===== src/design/ucfd_pkg.sv =====
// Shared constants, types and helper functions of the comb filter with fractional delay.
package ucfd_pkg;

  localparam int unsigned DELAY_DEPTH = 131072;
  localparam int unsigned CHANNELS    = 2;
  localparam int unsigned AW          = $clog2(DELAY_DEPTH);
  localparam int unsigned SW          = 16;
  localparam int unsigned WORD_W      = 2 * SW;
  localparam int unsigned PW          = (AW + 10 > 26) ? AW + 10 : 26;
  localparam int unsigned CFG_IW      = 3;
  localparam int unsigned CFG_DW      = 26;

  localparam logic [15:0]       ONE_Q15     = 16'd32768;
  localparam logic [25:0]       DELAY_RESET = 26'd12288000;
  localparam logic [PW-1:0]     SPAN        = PW'(DELAY_DEPTH) << 8;
  localparam logic [PW-1:0]     MIN_DELAY   = PW'(256);
  localparam logic [AW-1:0]     LAST_ADDR   = AW'(DELAY_DEPTH - 1);

  typedef enum logic [CFG_IW-1:0] {
    CFG_FEEDBACK,
    CFG_FEEDFORWARD,
    CFG_BLEND,
    CFG_WET,
    CFG_DELAY
  } cfg_reg_e;

  typedef enum logic [3:0] {
    LS_HOLD,
    LS_LOAD,
    LS_D,
    LS_XH,
    LS_FF,
    LS_BL_LO,
    LS_BL_HI,
    LS_DRY,
    LS_WET_LO,
    LS_WET_HI
  } lane_step_e;

  typedef struct packed {
    lane_step_e  step;
    logic [7:0]  frac;
    logic [15:0] fb;
    logic [15:0] ff;
    logic [15:0] bl;
    logic [15:0] wet;
  } lane_ctl_t;

  function automatic logic signed [15:0] sat16(input logic signed [23:0] v);
    if (v > 24'sd32767) begin
      return 16'sh7fff;
    end else if (v < -24'sd32768) begin
      return 16'sh8000;
    end else begin
      return v[15:0];
    end
  endfunction

  function automatic logic [15:0] clamp_gain(input logic [15:0] g);
    return (g > ONE_Q15) ? ONE_Q15 : g;
  endfunction

endpackage


===== src/design/ucfd_lane.sv =====
// One channel lane: interpolation, feedback and mix on a shared multiply-accumulate unit.
module ucfd_lane (
  input  logic                        clk_i,
  input  ucfd_pkg::lane_ctl_t         ctl_i,
  input  logic signed [15:0]          x_i,
  input  logic signed [15:0]          a_i,
  input  logic signed [15:0]          b_i,
  output logic signed [15:0]          out_o,
  output logic signed [15:0]          store_o
);
  import ucfd_pkg::*;

  typedef enum logic [1:0] {SH_0, SH_15, SH_23, SH_24} shift_e;

  logic signed [15:0] a_q;
  logic signed [16:0] diff_q;
  logic signed [24:0] d_q;
  logic signed [40:0] xh_q;
  logic signed [41:0] mr_q;
  logic signed [59:0] acc_q;
  logic signed [59:0] acc_d;

  logic signed [24:0] opa;
  logic signed [17:0] opb;
  logic signed [42:0] prod;
  logic signed [59:0] prod_ext;
  logic signed [59:0] addend;
  logic signed [59:0] base;
  logic               clr;
  shift_e             shift;
  logic [16:0]        dry;

  logic signed [59:0] mix_rnd;
  logic signed [59:0] o_rnd;
  logic signed [40:0] xh_rnd;

  assign dry = 17'(ONE_Q15) - {1'b0, ctl_i.wet};

  always_comb begin
    opa   = '0;
    opb   = '0;
    base  = '0;
    clr   = 1'b0;
    shift = SH_0;
    case (ctl_i.step)
      LS_D: begin
        opa  = 25'(diff_q);
        opb  = {10'b0, ctl_i.frac};
        base = 60'(a_q) <<< 8;
        clr  = 1'b1;
      end
      LS_XH: begin
        opa  = $signed(acc_q[24:0]);
        opb  = {2'b0, ctl_i.fb};
        base = 60'(x_i) <<< 23;
        clr  = 1'b1;
      end
      LS_FF: begin
        opa   = d_q;
        opb   = {2'b0, ctl_i.ff};
        clr   = 1'b1;
        shift = SH_15;
      end
      LS_BL_LO: begin
        opa = {1'b0, xh_q[23:0]};
        opb = {2'b0, ctl_i.bl};
      end
      LS_BL_HI: begin
        opa   = {9'b0, ctl_i.bl};
        opb   = 18'($signed(xh_q[40:24]));
        shift = SH_24;
      end
      LS_DRY: begin
        opa   = 25'(x_i);
        opb   = {1'b0, dry};
        clr   = 1'b1;
        shift = SH_23;
      end
      LS_WET_LO: begin
        opa = {1'b0, mr_q[23:0]};
        opb = {2'b0, ctl_i.wet};
      end
      LS_WET_HI: begin
        opa   = {9'b0, ctl_i.wet};
        opb   = $signed(mr_q[41:24]);
        shift = SH_24;
      end
      default: begin
        opa = '0;
      end
    endcase
  end

  assign prod     = opa * opb;
  assign prod_ext = 60'(prod);

  always_comb begin
    case (shift)
      SH_15:   addend = prod_ext <<< 15;
      SH_23:   addend = prod_ext <<< 23;
      SH_24:   addend = prod_ext <<< 24;
      default: addend = prod_ext;
    endcase
  end

  assign acc_d   = (clr ? base : acc_q) + addend;
  assign mix_rnd = acc_q + 60'sd16384;
  assign o_rnd   = acc_q + 60'sd137438953472;
  assign xh_rnd  = xh_q + 41'sd4194304;

  always_ff @(posedge clk_i) begin
    case (ctl_i.step)
      LS_LOAD: begin
        a_q    <= a_i;
        diff_q <= 17'(b_i) - 17'(a_i);
      end
      LS_XH:   d_q  <= $signed(acc_q[24:0]);
      LS_FF:   xh_q <= $signed(acc_q[40:0]);
      LS_DRY:  mr_q <= $signed(mix_rnd[56:15]);
      default: ;
    endcase
    if (ctl_i.step != LS_HOLD && ctl_i.step != LS_LOAD) begin
      acc_q <= acc_d;
    end
  end

  assign out_o   = sat16(24'($signed(o_rnd[59:38])));
  assign store_o = sat16(24'($signed(xh_rnd[40:23])));

endmodule


===== config.mk =====
export PLATFORM = sky130hd
export DESIGN_NAME = ucfd_lane
export DESIGN_NICKNAME = d
export VERILOG_FILES = /design/src/design/ucfd_pkg.sv /design/src/design/ucfd_lane.sv
export SDC_FILE = /design/constraint.sdc
export NUM_CORES = 2
export LEC_CHECK = 0
export BUFFER_PORTS_ARGS = -buffer_cell sky130_fd_sc_hd__clkbuf_2
export CORE_MARGIN = 10
export CORE_UTILIZATION = 40
export CTS_CLUSTER_DIAMETER = 120
export DETAILED_ROUTE_END_ITERATION = 16
export SLEW_MARGIN = 0
export SYNTH_ARGS = -nofsm -noshare
export SYNTH_HDL_FRONTEND = slang
export SYNTH_SLANG_ARGS = --single-unit

===== constraint.sdc =====
create_clock -name clk_i -period 12.78 [get_ports clk_i]
set_clock_uncertainty 0.2 [all_clocks]
set_input_delay 0 -clock clk_i [delete_from_list [all_inputs] [get_ports clk_i]]
set_output_delay 0 -clock clk_i [all_outputs]
set_load 0.005 [all_outputs]

## Word-level counts from Yosys, hierarchy flattened

Index checks and enable logic that the tools add are counted.

| word-level totals | value |
|---|---|
| flip-flop bits (word level) | 201 |
| bits in latches | 0 |
| memory bits (writable) | 0 |
| memory bits (read-only) | 0 |
| input bits | 125 |
| output and inout bits | 32 |
| word-level logic and storage cells | 45 |
| memories kept | 0 |

| operators by class | value |
|---|---|
| $add $sub $neg | 6 |
| multiply operators | 1 |
| divide/modulo/power cells | 0 |
| order comparisons | 4 |
| eq/ne operators | 13 |
| shifts and indexed selects | 0 |
| muxes and demuxes | 11 |
| bitwise gates (word level) | 0 |
| reductions and logical operators | 4 |

Operators by type and width:

| operator | number |
|---|---|
| 25-bit case mux with 8 select lines | 1 |
| 60-bit case mux with 3 select lines | 1 |
| 18-bit case mux with 8 select lines | 1 |
| 60-bit case mux with 2 select lines | 1 |
| 16-bit 2-to-1 mux | 4 |
| 60-bit by 39-bit adder with 60-bit output, second input constant | 1 |
| 60-bit adder | 1 |
| 60-bit 2-to-1 mux | 1 |
| 57-bit by 16-bit adder with 57-bit output, second input constant | 1 |
| 25-bit by 18-bit multiplier with 43-bit output | 1 |
| 41-bit by 24-bit adder with 41-bit output, second input constant | 1 |
| 22-bit by 16-bit > comparator with 1-bit output, second input constant | 1 |
| 22-bit by 16-bit < comparator with 1-bit output, second input constant | 1 |
| 18-bit by 16-bit > comparator with 1-bit output, second input constant | 1 |
| 18-bit by 16-bit < comparator with 1-bit output, second input constant | 1 |
| 16-bit by 16-bit subtractor with 17-bit output | 1 |
| 16-bit by 16-bit subtractor with 17-bit output, first input constant | 1 |
| 4-bit by 3-bit == test with 1-bit output, second input constant | 4 |
| 4-bit by 2-bit == test with 1-bit output, second input constant | 2 |
| 4-bit == test, second input constant | 2 |
| 2-bit case mux with 3 select lines | 1 |
| 2-bit == test, second input constant | 2 |
| 4-bit by 1-bit == test with 1-bit output, second input constant | 1 |
| 4-bit by 1-bit inequality test with 1-bit output, second input constant | 1 |
| 6 further kinds | 6 |

## Depth between registers and ports, before layout

| depth | value |
|---|---|
| word-level depth | 6 |
| depth in mapped cells | 47 |
| gate-level depth less buffers | 43 |

## Worst setup path before layout

No wires, ideal clock.

| timing path | value |
|---|---|
| path kind | input to register |
| from | input ctl_i[4] (netlist bit) |
| to | register acc_q[59] (data pin) |
| setup time | 0.265 ns |
| arrival | 9.852 ns |
| data required time | 12.315 ns |
| path slack | 2.463 ns |
| stages | 42 |
| path buffers | 4 |
| path through | buf_6 > or4_4 > nor4_4 > or3b_1 > or2_1 > or3_1 > a31oi_1 > buf_4 > buf_6 > nor2_1 > fa_1 > fa_1 > fa_1 > fa_1 > fa_1 > inv_1 > fa_1 > inv_1 > [... 6 more ...] > o21a_1 > o31a_1 > o21ai_2 > a21boi_1 > o21ai_0 > a21oi_1 > a221o_1 > ha_1 > a21o_1 > a21o_1 > a21oi_1 > o21ai_0 > a221oi_1 > o21ai_1 > a21o_1 > a221o_1 > a311oi_1 > xnor2_1 |

| between the ends | value |
|---|---|
| word-level cells in the longest chain between the ends | 5 |
| elaborated cells on any way between the ends | 6 |
| classes of those cells | 2 x add/sub; 1 x mul; 3 x mux |

RTL lines:

| what | line | RTL |
|---|---|---|
| from (decl) | ucfd_lane.sv:4 | `input ucfd_pkg::lane_ctl_t ctl_i,` |
| 16-bit by 16-bit subtractor with 17-bit output | ucfd_lane.sv:37 | `assign dry = 17'(ONE_Q15) - {1'b0, ctl_i.wet};` |
| 18-bit case mux with 8 select lines | ucfd_lane.sv:45 | `case (ctl_i.step)` |
| 25-bit by 18-bit multiplier with 43-bit output * | ucfd_lane.sv:94 | `assign prod = opa * opb;` |
| 60-bit case mux with 3 select lines * | ucfd_lane.sv:98 | `case (shift)` |
| 60-bit adder * | ucfd_lane.sv:106 | `assign acc_d = (clr ? base : acc_q) + addend;` |
| via acc_d[59] | ucfd_lane.sv:21 | `logic signed [59:0] acc_d;` |
| to (signal assigned) | ucfd_lane.sv:123 | `acc_q <= acc_d;` |
| to (decl) | ucfd_lane.sv:20 | `logic signed [59:0] acc_q;` |

Mark *: on every way through the listed nets, which the timed path passes. The rest lies on a longest branch.
A chain may end at the register's enable or synchronous reset.

## Worst setup path in the final report

| timing path | value |
|---|---|
| from | input ctl_i[74] (netlist bit) |
| to | register acc_q[58] (data pin) |

| between the ends | value |
|---|---|
| word-level cells in the longest chain between the ends | 6 |
| elaborated cells on any way between the ends | 22 |
| classes of those cells | 1 x add/sub; 1 x mul; 11 x eq/ne; 7 x mux; 2 x reduce/logical |

RTL lines:

| what | line |
|---|---|
| branches (longest 5 deep; another with 25-bit by 18-bit multiplier with 43-bit output) | - |
| 60-bit adder * | ucfd_lane.sv:106 |
| via acc_d[58] | ucfd_lane.sv:21 |

Mark *: on every way through the listed nets, which the timed path passes.

==> impl_metrics.csv <==
group,metric,value,unit
run_status,status,"complete, no violations",
die,ioPinCount,157,
clock_tree,cts_tree,"yes",
die,initial_core_util,40.5,%
logic_synthesis,synth_compound_area_share,14.6,%
logic_synthesis,ys_seq_area_share,19.5,%
die,die_w,298,um
global_route,grt_antenna_before_repair,1,
global_route,grt_start_max_net_pins,87,
setup_path,crit_end,"acc_q[58]",
routing,finalWirelength,116,mm
sta,relSlewSlack,15.0,%
clock_tree,cts_buffers,24,
routing,dr_total_vias,26434,
flow_run,cap_violations,0,
logic_synthesis,synth_fa_ha_area_share,36.2,%
pwr,p_per_area,215,mW/mm^2
sta,setup-violations-final,0,
setup_path,critPathLaunchType,"input pin",
logic_synthesis,async_flop_share,0,%
clock_tree,ctsLongestPathBuffers,3,
placement,place_area,0.0331,sq mm
setup_path,crit_arrival,12.40,ns
routing,wl_per_cell,25.0,um
logic_synthesis,synth.area.mux_share,0.0324,%
setup_path,cp_slowest_cell,"and4_1",
setup_path,end_kind,"register",
logic_synthesis,syn_nets,4198,
die,die-height,298,um
die,core_area,0.0762,sq mm
logic_synthesis,ys_ff_latch,201,
layout,final_area,0.0346,sq mm
routing,ant_nets,0,
logic_synthesis,synth_area,0.0309,sq mm
logic_synthesis,synth_top_family_by_area,"adder cells",
placement,place_inst,4555,
pwr,ir_drop,186,uV
layout,fin_nets,4369,
setup_path,worstSetupStartpoint,"ctl_i[74]",
logic_synthesis,synth_top_flop_cell,"edfxtp_1",
global_route,grt.total_usage,25.8,%
setup_path,r2r_end,"acc_q[59]",
layout,drive_gt1_share,9.53,%
layout,antenna_cells,0,
clock_tree,clock-root-buffer,"clkbuf_16",
global_route,grt_first_pass_wirelength,174,mm
placement,io_buffer_count,156,
die,rows,101,
placement,dp_hpwl,95.4,mm
logic_synthesis,syn-instance-count,3444,
placement,gp_congestion,0.991,
die,fp.dieArea,0.0888,sq mm
sta,tightest_slew,1.27,ns
setup_path,cpPeakStageDelay,0.67,ns
clock_tree,htree_levels,1,
sta,rsz0062_at_grt,"no",
setup_path,worst-setup-path-type,"in2reg",
clock_tree,clock-sinks,201,
sta,period_share,96.2,%
logic_synthesis,synth-xor-area-share,5.58,%
setup_path,cp.required,12.88,ns
global_route,overflow,0,
setup_path,reg2reg_depth,37,
setup_path,crit_top_cell,"fa_1",
sta,slew_violations,0,
sta,max_freq,81.3,MHz
logic_synthesis,synth-simple-area-share,14.5,%
clock_tree,clock_latency,0.56,ns
routing,avgViaCountPerCell,5.67,
pwr,p_leak,15.9,nW
logic_synthesis,ys_types,79,
setup_path,r2r_slack,1.06,ns
setup_path,crit_fanout,86,
routing,first_pass_iters,6,
routing,drc,0,
sta,hold_viol,0,
placement,pre_cts_ws,0.876,ns
setup_path,timing.rr.start,"xh_q[29]",
clock_tree,clkTransAtPathRegs,0.06,ns
global_route,grt_pass1_vias,26426,
logic_synthesis,synth_edf_count,201,
sta,fin_crit,12.30,ns
sta,hold-worst-slack,0.0545,ns
sta,fin_ws,0.484,ns
min_path,worstHoldPathType,"in2reg",
layout,syn_to_final_growth,12.1,%
logic_synthesis,avgSynthCellArea,8.97,sq um
routing,drt-initial-drc-count,3238,
layout,final_cells,4662,
logic_synthesis,ys_warn_count,0,
sta,tns,0,ns
-- report_power, final --
part / switching [mW] / internal [mW] / total (mW)
clock: 0.309 / 0.411 / 0.720
combinational: 3.40 / 2.01 / 5.41
sequential: 0.240 / 1.08 / 1.32
total: 3.95 / 3.50 / 7.44
-- synthesized netlist by cell type (all sizes together), types with 39 or more instances --
cell type | count | area (sq um)
inv | 603 | 2260
fa | 443 | 8870
nand2 | 355 | 1330
nor2 | 315 | 1180
edfxtp | 201 | 6040
ha | 186 | 2330
a21oi | 132 | 664
xnor2 | 132 | 1160
clkbuf | 131 | 493
a22oi | 115 | 863
o21ai | 112 | 564
a21o | 70 | 526
xor2 | 65 | 569
nand3 | 62 | 310
a221oi | 43 | 383
nand2b | 40 | 250
nand4 | 39 | 244
-- flip-flops by register name, indices dropped and copies added, names as in the netlist --
| name | flops |
|---|---|
| d_q | 25 |
| mr_q | 42 |
| a_q | 16 |
| xh_q | 41 |
| acc_q | 60 |
| diff_q | 17 |
-- metal layers --
layer | global-route usage [%] | share of wire (%) | up-vias
met3 | 6.56 | 11 | 174
li1 | - | - | 11641
met4 | 7.16 | 3.1 | 2
met5 | 0 | 0.010 | -
met1 | 36.3 | 42 | 13239
met2 | 38.8 | 43 | 1378
-- worst max-delay path, delay by kind of cell --
family / cells / cell delay, ns
fa+ha+maj: 8 / 3.92
compound gates: 12 / 3.12
simple gates: 11 / 2.63
buf+inv: 10 / 2.25
xor+xnor: 2 / 0.39
-- per-stage QoR --
stage / total power, mW / utilization, %
after global placement: 6.54 / 43.5
final: 7.44 / 45.4
after CTS: 7.30 / 45.3
after global routing: 7.95 / 45.4
after detailed placement: 6.52 / 43.5
after floorplan: 4.77 / -
-- area by class of cell --
cell class              instances  area [sq um]
flip-flops and latches        201          6040
fillers                      7383         41600
inverters                     604          2270
repair buffers                306          2170
clock buffers                  25           604
well taps                    1030          1290
clock inverters                18           208
multi-input cells            2478         22000
-- worst min path at each step --
stage / cells past startpoint / to / startpoint
4_1_cts: 2 / a_q[8] / a_i[8]
6_report: 2 / a_q[8] / a_i[8]
3_3_place_gp: 1 / a_q[0] / a_i[0]
2_1_floorplan: 0 / a_q[0] / a_i[0]
5_1_grt: 2 / a_q[12] / a_i[12]
3_5_place_dp: 1 / a_q[0] / a_i[0]
-- repair_timing --
action / 4_1_cts / 5_1_grt
buffers inserted: 0 / 5
setup endpoints to repair: 0 / 8
gates resized for setup: 0 / 4
hold buffers: 59 / 0
endpoints found under the hold margin: 79 / 0
-- layout by cell type (no fill, tap or decap), types with 25 or more instances in the layout --
cell	instances
a221oi_1	42
dlygate4sd3_1	59
and2_1	35
o21ai_0	103
inv_1	600
a21oi_1	126
nor2b_1	25
clkbuf_2	156
xnor2_1	132
nand4_1	39
a21o_1	70
nand3_1	61
o21a_1	33
ha_1	186
fa_1	443
and3_1	26
nor2_1	311
nand2_1	355
nand2b_1	40
a22o_1	33
edfxtp_1	201
xor2_1	65
a22oi_1	115
nor3_1	29
buf_4	82
-- kinds of logic after synthesis --
group | count (synthesis)
buffers and inverters | 765
AOI/OAI and AO/OA | 657
muxes | 1
adders and majority gates | 629
xor gates and xnor gates | 197
DFF | 201
and+or+nand+nor | 994
No activity file was read; power rests on OpenSTA's default activity.
